### config.mk
export PLATFORM = sky130hd
export DESIGN_NAME = cht_ram
export DESIGN_NICKNAME = d
export VERILOG_FILES = /design/src/rtl/core/cht_ram.sv
export SDC_FILE = /design/constraint.sdc
export NUM_CORES = 1
export LEC_CHECK = 0
export BUFFER_PORTS_ARGS = -buffer_cell sky130_fd_sc_hd__buf_2
export CORE_UTILIZATION = 50
export DETAILED_ROUTE_END_ITERATION = 8
export PLACE_DENSITY = 0.67
export SKIP_CTS_REPAIR_TIMING = 1
export SLEW_MARGIN = 20
export SYNTH_ARGS = -nofsm -noshare
export SYNTH_HDL_FRONTEND = slang
export SYNTH_SLANG_ARGS = --single-unit
### constraint.sdc
create_clock -name clock -period 2.4 [get_ports clock]
set_input_delay 0.48 -clock clock [delete_from_list [all_inputs] [get_ports clock]]
set_output_delay 0.48 -clock clock [all_outputs]
set_load 0.005 [all_outputs]
### src/rtl/core/cht_ram.sv
// ============================================================================
// cht_ram: generic single-port synchronous RAM
// One write or one read per cycle; read data is registered.
// ============================================================================
module cht_ram #(
   parameter int unsigned WIDTH = 8,
   parameter int unsigned DEPTH = 16
) (
   input  logic                     clock,
   input  logic                     we,
   input  logic [$clog2(DEPTH)-1:0] addr,
   input  logic [WIDTH-1:0]         wdata,
   output logic [WIDTH-1:0]         rdata
);
   logic [WIDTH-1:0] mem_ff [DEPTH];

   always_ff @(posedge clock) begin
      if (we) begin
         mem_ff[addr] <= wdata;
      end
      rdata <= mem_ff[addr];
   end
endmodule

==> results of run 1 <==
==> how the worst max path moves through the flow <==
stage | from | endpoint | slack [ps] | depth (start not counted)
3_5_place_dp | addr[0] | rdata[1] | 290 | 5
6_report | addr[0] | rdata[1] | 850 | 5
4_1_cts | addr[0] | rdata[1] | 830 | 5
3_3_place_gp | addr[0] | rdata[1] | 320 | 5
2_1_floorplan | addr[2] | mem_ff[0][0] | 430 | 2
5_1_grt | addr[0] | rdata[1] | 800 | 5
==> cell type report <==
class	count	area, µm²
well taps	133	166
fillers	742	3760
repair buffers	48	333
flip-flops and latches	136	4000
clock inverters	13	131
clock buffers	18	418
multi-input cells	83	1000
==> logic make-up (layout without fill, tap and decap cells) <==
family          count (synthesis)  after routing  share of synthesized area
mux                            32             32                      0.142
flops                         136            136                      0.790
compound gates                 16             16                     0.0237
simple gates                   35             35                     0.0321
buf+inv                        11             79                     0.0119
==> per-layer routing <==
metal	vias up	global-route usage	wire [µm]
met4	0	0.0890	153
met3	8	0.0563	464
li1	1072	-	-
met1	1259	0.289	4270
met2	83	0.336	4960
met5	-	0	0
==> flip-flops by register name (all words and copies together) (netlist names) <==
signal  flops
mem_ff    128
rdata       8
==> synth_stat cells <==
master    instances
buf_1             4
buf_6             2
nand3b_1          2
edfxtp_1        128
clkbuf_1          2
a22oi_1          16
dfxtp_1           8
nand2b_1          2
buf_2             2
nor3_1            4
nand3_1           1
nor2_1           13
nand2_1           9
or3b_2            1
and2_1            1
nor2b_1           2
mux4_2           32
clkbuf_2          1
==> placed cells by master (no fill, tap or decap) <==
cell	instances
mux4_2	32
nand3b_1	2
clkinvlp_4	3
buf_12	2
inv_6	1
clkinv_2	3
nor3_1	4
nand2_1	9
dfxtp_1	8
and2_1	1
nor2b_1	2
clkbuf_8	1
nand3_1	1
buf_4	25
nand2b_1	2
buf_2	21
clkbuf_1	1
a22oi_1	16
clkbuf_16	16
bufinv_16	2
or3b_2	1
clkinv_4	2
nor2_1	13
edfxtp_1	128
clkinv_1	2
==> power breakdown <==
group / total [µW] / internal (µW) / switching (µW)
Combinational: 251 / 111 / 139
Sequential: 2670 / 2660 / 18.0
Clock: 2380 / 1460 / 920
Total: 5310 / 4230 / 1080
==> through the flow <==
step / instances / cell area, µm²
2_1_floorplan: 230 / 5070
4_1_cts: 431 / 6060
3_5_place_dp: 400 / 5510
5_1_grt: 431 / 6060
3_3_place_gp: 400 / 5510
6_report: 431 / 6060
==> worst register-to-register path: stages, from the launching register on <==
cell,delay (ps)
edfxtp_1,370
mux4_2,460
a22oi_1,340
nand2_1,110
==> flow_metrics.env, run 1 <==
export IMPL_hold_path_depth=1
export IMPL_cp_slowest_cell="mux4_2"
export IMPL_area_growth_pct=19.5
export IMPL_ys_types=18
export IMPL_status="complete, no violations"
export IMPL_worst_pin_slew_ps=666
export IMPL_setup_viol=0
export IMPL_dieArea_um2=10500
export IMPL_core_area_um2=9820
export IMPL_crit_path_end_kind="register"
export IMPL_antenna_left=0
export IMPL_wl_per_cell_um=22.8
export IMPL_finalHoldViolations=0
export IMPL_initialDrtViolationCount=185
export IMPL_drc=0
export IMPL_ctsHtreeMaxLevel=4
export IMPL_track_usage=0.215
export IMPL_finalCritPeriodShare=0.645
export IMPL_syn_inst=230
export IMPL_p_total_uw=5310
export IMPL_min_to="mem_ff[10][4]"
export IMPL_maxSlewViolCount=0
export IMPL_dp_hpwl_um=6350
export IMPL_cts_buffers=17
export IMPL_place_ws_ps=290
export IMPL_reg2regPathDepth=3
export IMPL_slowest_delay_ps=550
export IMPL_io_pins=22
export IMPL_drv_cap=0
export IMPL_antenna_found_initial=0
export IMPL_synth_area_top_cells="edfxtp_1, mux4_2, dfxtp_1"
export IMPL_path_buf_inv=2
export IMPL_rsz0062_at_grt="no"
export IMPL_fp_row_count=36
export IMPL_cp_top_family="buffers and inverters"
export IMPL_yosys_register_bits=136
export IMPL_crit_arrival_ps=1940
export IMPL_reg2reg_from="mem_ff[0][4]"
export IMPL_clk_pin_slew_ps=60
export IMPL_critPathMaxFanout=10
export IMPL_portBuffers=21
export IMPL_drive_gt1_frac=0.366
export IMPL_synth_largest_area_cell="edfxtp_1"
export IMPL_vias_per_cell=5.62
export IMPL_synth_area_um2=5070
export IMPL_final_nets=300
export IMPL_num_antenna_cells=0
export IMPL_routed_wl_um=9850
export IMPL_cts_root_buf="clkbuf_8"
export IMPL_required_ps=2790
export IMPL_overflow=0
export IMPL_ys_warn_count=0
export IMPL_syn_nets=244
export IMPL_p_leak_uw=0.00203
export IMPL_globalplace_congestion=0.758
export IMPL_setup_tns_ps=0
export IMPL_firstDrtPassIters=4
export IMPL_hold_path_startpoint="wdata[4]"
export IMPL_rrSetupSlack_ps=1000
export IMPL_hp_class="in2reg"
export IMPL_powerDensity_nw_per_um2=876
export IMPL_vias=2422
export IMPL_clock_path_buffers=2
export IMPL_start_util=0.516
export IMPL_cp_cell_sequence="buf_2 -> buf_4 -> mux4_2 -> a22oi_1 -> nand2_1"
export IMPL_finalHoldWorstSlack_ps=357
export IMPL_fin_skew_ps=4.87
export IMPL_cts_tree="yes"
export IMPL_fin_crit_ps=1550
export IMPL_ir_drop_mv=0.540
export IMPL_relSlewSlack=0.555
export IMPL_setup_worst_path_start_class="primary input"
export IMPL_grt_max_degree=18
export IMPL_cts_sinks=136
export IMPL_grt_pass1_wl_um=15000
export IMPL_postLayoutCoreUtil=0.617
export IMPL_die_x_um=103
export IMPL_seq_area_frac_synth=0.790
export IMPL_timing_fmax_mhz=646
export IMPL_crit_type="in2reg"
export IMPL_synth_top_cell_area_share=0.759
export IMPL_grt_pass1_vias=2517
export IMPL_clk_latency_ps=510
export IMPL_die_h_um=103
export IMPL_r2r_end="rdata[4]"
export IMPL_finalWorstSetupSlack_ps=852
export IMPL_syn_avg_cell_area_um2=22.0
No activity file was read; power rests on OpenSTA's default activity.
==> run 2: changes to the inputs <==
Settings changed: ABC_AREA from default to 1, PLACE_DENSITY 0.67 to 0.69.
Clock period 2.4 ns to 1.3 ns, I/O delays scaled along.
==> run 2 against run 1 <==
Against the previous run:
- hold slack worse by 200 ps
- highest routed layer unchanged
- global-route usage up 1.3 points
- final area up 10%
- routed wire length up 19%
- count of clock-buffer cells in the layout unchanged
- sequential cell count unchanged
==> flow_metrics.env, run 2 <==
export IMPL_vias_per_cell=5.08
export IMPL_overflow=0
export IMPL_hold_path_startpoint="wdata[5]"
export IMPL_timing_fmax_mhz=835
export IMPL_io_pins=22
export IMPL_synth_area_top_cells="edfxtp_1, nand2_1, dfxtp_1"
export IMPL_p_leak_uw=0.00280
export IMPL_fp_row_count=38
export IMPL_grt_pass1_vias=3723
export IMPL_setup_worst_path_start_class="register"
export IMPL_reg2regPathDepth=8
export IMPL_hold_path_depth=1
export IMPL_cp_top_family="flip-flops"
export IMPL_seq_area_frac_synth=0.716
export IMPL_firstDrtPassIters=4
export IMPL_portBuffers=21
export IMPL_track_usage=0.228
export IMPL_fin_skew_ps=11.6
export IMPL_regArea_um2=4000
export IMPL_cts_root_buf="clkbuf_8"
export IMPL_finalHoldWorstSlack_ps=158
export IMPL_reg2reg_from="mem_ff[13][3]"
export IMPL_rsz0062_at_grt="no"
export IMPL_swShare=0.226
export IMPL_p_seq_frac=0.487
export IMPL_synth_area_um2=5590
export IMPL_area_growth_pct=19.3
export IMPL_required_ps=1040
export IMPL_regMostFlops="mem_ff"
export IMPL_num_antenna_cells=0
export IMPL_setup_viol=0
export IMPL_synth_common_cells="nand2_1, edfxtp_1, inv_1"
export IMPL_ys_types=11
export IMPL_setup_tns_ps=0
export IMPL_synth_largest_area_cell="edfxtp_1"
export IMPL_ys_flop_type="edfxtp_1"
export IMPL_p_sw_uw=2290
export IMPL_p_total_uw=10100
export IMPL_drive_gt1_frac=0.157
export IMPL_clk_pin_slew_ps=60
export IMPL_globalplace_congestion=0.833
export IMPL_crit_path_end_kind="output port"
export IMPL_crit_arrival_ps=940
export IMPL_finalHoldViolations=0
export IMPL_die_h_um=108
export IMPL_powerDensity_nw_per_um2=1520
export IMPL_p_comb_frac=0.065
export IMPL_drc=0
export IMPL_r2r_end="rdata[3]"
export IMPL_dieArea_um2=11600
export IMPL_antenna_left=0
export IMPL_cts_tree="yes"
export IMPL_cp_cell_sequence="buf_2"
export IMPL_ys_warn_count=0
export IMPL_final_common_cell="nand2_1"
export IMPL_wl_per_cell_um=15.9
export IMPL_routed_wl_um=11800
export IMPL_min_to="mem_ff[0][5]"
export IMPL_drv_cap=0
export IMPL_finalCritPeriodShare=0.921
export IMPL_yosysMostFrequentCell="nand2_1"
export IMPL_synth_edf_count=128
export IMPL_worst_pin_slew_ps=419
export IMPL_clock_path_buffers=2
export IMPL_ir_drop_mv=1.21
export IMPL_yosys_register_bits=136
export IMPL_die_x_um=108
export IMPL_dp_hpwl_um=7560
export IMPL_syn_inst=548
export IMPL_slowest_delay_ps=300
export IMPL_path_buf_inv=1
export IMPL_maxSlewViolCount=0
export IMPL_top_regs="mem_ff (128), rdata (8)"
export IMPL_fin_crit_ps=1200
export IMPL_grt_max_degree=33
export IMPL_syn_nets=562
export IMPL_synth_top_cell_area_share=0.687
export IMPL_cts_sinks=136
export IMPL_multi_input_area_um2=1560
export IMPL_critPathMaxFanout=1
export IMPL_status="complete, no violations"
export IMPL_crit_cells=1
export IMPL_grt_pass1_wl_um=18800
export IMPL_crit_type="reg2out"
export IMPL_antenna_found_initial=0
export IMPL_clk_latency_ps=530
export IMPL_hp_class="in2reg"
export IMPL_syn_avg_cell_area_um2=10.2
export IMPL_cp_slowest_cell="dfxtp_1"
export IMPL_start_util=0.514
export IMPL_rrSetupSlack_ps=270
export IMPL_fill_cells=862
export IMPL_cts_buffers=17
export IMPL_core_area_um2=10900
export IMPL_p_int_uw=7840
export IMPL_pwr_share_clk=0.449
export IMPL_relSlewSlack=0.721
export IMPL_layout_common_cells="nand2_1, edfxtp_1, inv_1, buf_2"
export IMPL_async_flop_share=0
export IMPL_initialDrtViolationCount=240
export IMPL_ctsHtreeMaxLevel=4
export IMPL_largest_reg_flops=128
export IMPL_vias=3747
export IMPL_final_nets=599
## run 2: cell type report
cell class	instances	share of cell area
sequential	136	0.600
multi-input combinational	368	0.234
tap	140	0.0262
inverter	23	0.0131
timing repair buffer	39	0.0416
clock buffer	18	0.0626
clock inverter	14	0.0225
## run 2: how the worst max path moves through the flow
stage	from	endpoint
after floorplan	addr[1]	mem_ff[10][0]
after global placement	addr[0]	rdata[4]
after detailed placement	addr[0]	mem_ff[13][6]
after CTS	rdata[1]	rdata[1]
after global routing	rdata[3]	rdata[3]
final	rdata[1]	rdata[1]
## run 2: power groups by stage
stage               Sequential, µW  Combinational [µW]  Clock [µW]
detailed placement            5020                 653           0
floorplan                     5020                 383           0
CTS                           4930                 660        4620
finish                        4930                 656        4540
global placement              5020                 647           0
global route                  4940                 731        4800
## run 2: cell families (layout without fill, tap and decap cells)
family        after synthesis  count (layout)  synth area share
buf+inv                    44              94            0.0362
simple gates              368             368             0.248
flops                     136             136             0.716
## run 2: stage by stage
stage          utilization  setup slack, ps  std cells  instance area [µm²]
3_5_place_dp         0.561            -87.5        706                 6110
3_3_place_gp         0.561            -88.1        706                 6110
4_1_cts              0.613             63.1        738                 6670
5_1_grt              0.613             37.2        738                 6670
6_report             0.613              103        738                 6670
2_1_floorplan            -            -1.81        548                 5780
## run 2: layer usage
| layer | wire [µm] | GRT usage | vias up |
|---|---|---|---|
| li1 | - | - | 1829 |
| met1 | 4970 | 0.291 | 1769 |
| met2 | 5780 | 0.365 | 127 |
| met3 | 712 | 0.0569 | 22 |
| met4 | 287 | 0.109 | 0 |
| met5 | 0 | 0 | - |
==> run 3: changes to the inputs <==
Settings changed: BUFFER_PORTS_ARGS -buffer_cell sky130_fd_sc_hd__buf_2 to -buffer_cell sky130_fd_sc_hd__buf_4.
==> run 3 against run 2 <==
Against the previous run:
- clock skew decreased by 4.2 ps
- combinational power increased by 9.0%
- critical path depth unchanged
- worst setup slack got worse by 75 ps
- sequential power about the same
- hold slack got worse by 60 ps
- global-route usage increased by 0.93 points
- largest power group unchanged
==> flow_metrics.env, run 3 (synthesis results as in run 2) <==
export IMPL_overflow=0
export IMPL_finalWorstSetupSlack_ps=27.9
export IMPL_grt_pass1_wl_um=19400
export IMPL_worst_pin_slew_ps=343
export IMPL_die_x_um=108
export IMPL_antenna_found_initial=0
export IMPL_r2r_end="rdata[6]"
export IMPL_die_h_um=108
export IMPL_globalplace_congestion=0.842
export IMPL_cts_root_buf="clkbuf_8"
export IMPL_path_buf_inv=1
export IMPL_vias=3692
export IMPL_portBuffers=21
export IMPL_ir_drop_mv=1.14
export IMPL_critPathMaxFanout=1
export IMPL_ctsHtreeMaxLevel=4
export IMPL_initialDrtViolationCount=190
export IMPL_min_to="mem_ff[13][5]"
export IMPL_crit_path_end_kind="output port"
export IMPL_cts_buffers=17
export IMPL_place_ws_ps=-109
export IMPL_drive_gt1_frac=0.158
export IMPL_core_area_um2=10900
export IMPL_slowest_delay_ps=350
export IMPL_drc=0
export IMPL_cts_tree="yes"
export IMPL_antenna_left=0
export IMPL_hold_path_depth=1
export IMPL_reg2reg_from="mem_ff[8][6]"
export IMPL_maxSlewViolCount=0
export IMPL_wl_per_cell_um=16.7
export IMPL_cp_slowest_cell="dfxtp_1"
export IMPL_finalCritPeriodShare=0.979
export IMPL_io_pins=22
export IMPL_powerDensity_nw_per_um2=1530
export IMPL_num_antenna_cells=0
export IMPL_setup_worst_path_start_class="register"
export IMPL_drv_cap=0
export IMPL_final_common_cell="nand2_1"
export IMPL_layout_common_cells="nand2_1, edfxtp_1, buf_4, inv_1"
export IMPL_fin_crit_ps=1270
export IMPL_crit_type="reg2out"
export IMPL_cp_top_family="flip-flops"
export IMPL_hp_class="in2reg"
export IMPL_fp_row_count=38
export IMPL_final_nets=601
export IMPL_crit_start="rdata[0]"
export IMPL_dieArea_um2=11600
export IMPL_grt_max_degree=27
export IMPL_clock_path_buffers=2
export IMPL_start_util=0.514
export IMPL_routed_wl_um=12300
export IMPL_top_regs="mem_ff (128), rdata (8)"
export IMPL_regMostFlops="mem_ff"
export IMPL_timing_fmax_mhz=786
export IMPL_p_leak_uw=0.00287
export IMPL_required_ps=1040
export IMPL_largest_reg_flops=128
export IMPL_hold_path_startpoint="wdata[5]"
export IMPL_cts_sinks=136
export IMPL_rsz0062_at_grt="no"
export IMPL_clk_pin_slew_ps=60
export IMPL_cp_cell_sequence="buf_4"
export IMPL_finalHoldWorstSlack_ps=98.2
export IMPL_clk_latency_ps=530
export IMPL_firstDrtPassIters=4
export IMPL_crit_arrival_ps=1010
export IMPL_crit_cells=1
export IMPL_grt_pass1_vias=3561
export IMPL_area_growth_pct=22.0
export IMPL_fin_skew_ps=7.39
export IMPL_setup_viol=0
export IMPL_dp_hpwl_um=7850
export IMPL_track_usage=0.237
export IMPL_reg2regPathDepth=8
export IMPL_rrSetupSlack_ps=250
export IMPL_relSlewSlack=0.771
export IMPL_vias_per_cell=4.99
export IMPL_finalHoldViolations=0
export IMPL_status="complete, no violations"
-- run 3: cell count changes in the layout (fill, tap and decap cells not counted) --
| cell | delta |
|---|---|
| buf_2 | -21 |
| dfxtp_2 | +1 |
| inv_6 | -2 |
| buf_12 | +4 |
| clkbuf_1 | +2 |
| clkbuf_8 | +2 |
| clkinv_2 | -1 |
| clkinvlp_4 | -4 |
| buf_4 | +19 |
| bufinv_16 | +1 |
| dfxtp_1 | -1 |
| clkinv_4 | +2 |
-- run 3: how the worst max path moves through the flow --
stage / endpoint
after CTS: rdata[7]
after detailed placement: rdata[3]
after floorplan: mem_ff[10][0]
after global placement: rdata[3]
final: rdata[0]
after global routing: rdata[0]
-- run 3: per-layer routing --
layer	vias up	part of all wire	wire length, µm	GRT usage
li1	1830	-	-	-
met3	20	0.050	618	0.0527
met1	1731	0.46	5720	0.339
met5	-	0	0	0
met2	111	0.47	5780	0.353
met4	0	0.018	222	0.0930
-- run 3: where the power goes --
group / internal [µW] / switching [µW] / leakage [µW] / total, µW
sequential: 4900 / 31.8 / 0.00122 / 4940
clock: 3030 / 1750 / 0.000286 / 4780
combinational: 243 / 472 / 0.00136 / 715
-- run 3: layout make-up --
cell class | instances | area, µm²
fill | 833 | 4070
sequential | 136 | 4010
multi-input combinational | 368 | 1560
clock buffer | 22 | 453
timing repair buffer | 41 | 395
tap | 140 | 175
clock inverter | 10 | 145
inverter | 23 | 87.6
-- run 3: metrics by stage --
step                setup TNS, ps  utilization  instance area (µm²)  power, µW  cells
floorplan                   -14.5            -                 5780       5400    548
global placement            -3780        0.572                 6220       5720    708
detailed placement          -6300        0.572                 6220       5730    708
CTS                         -36.2        0.627                 6820      10500    740
global route                    0        0.627                 6820      10700    740
finish                          0        0.627                 6820      10400    740
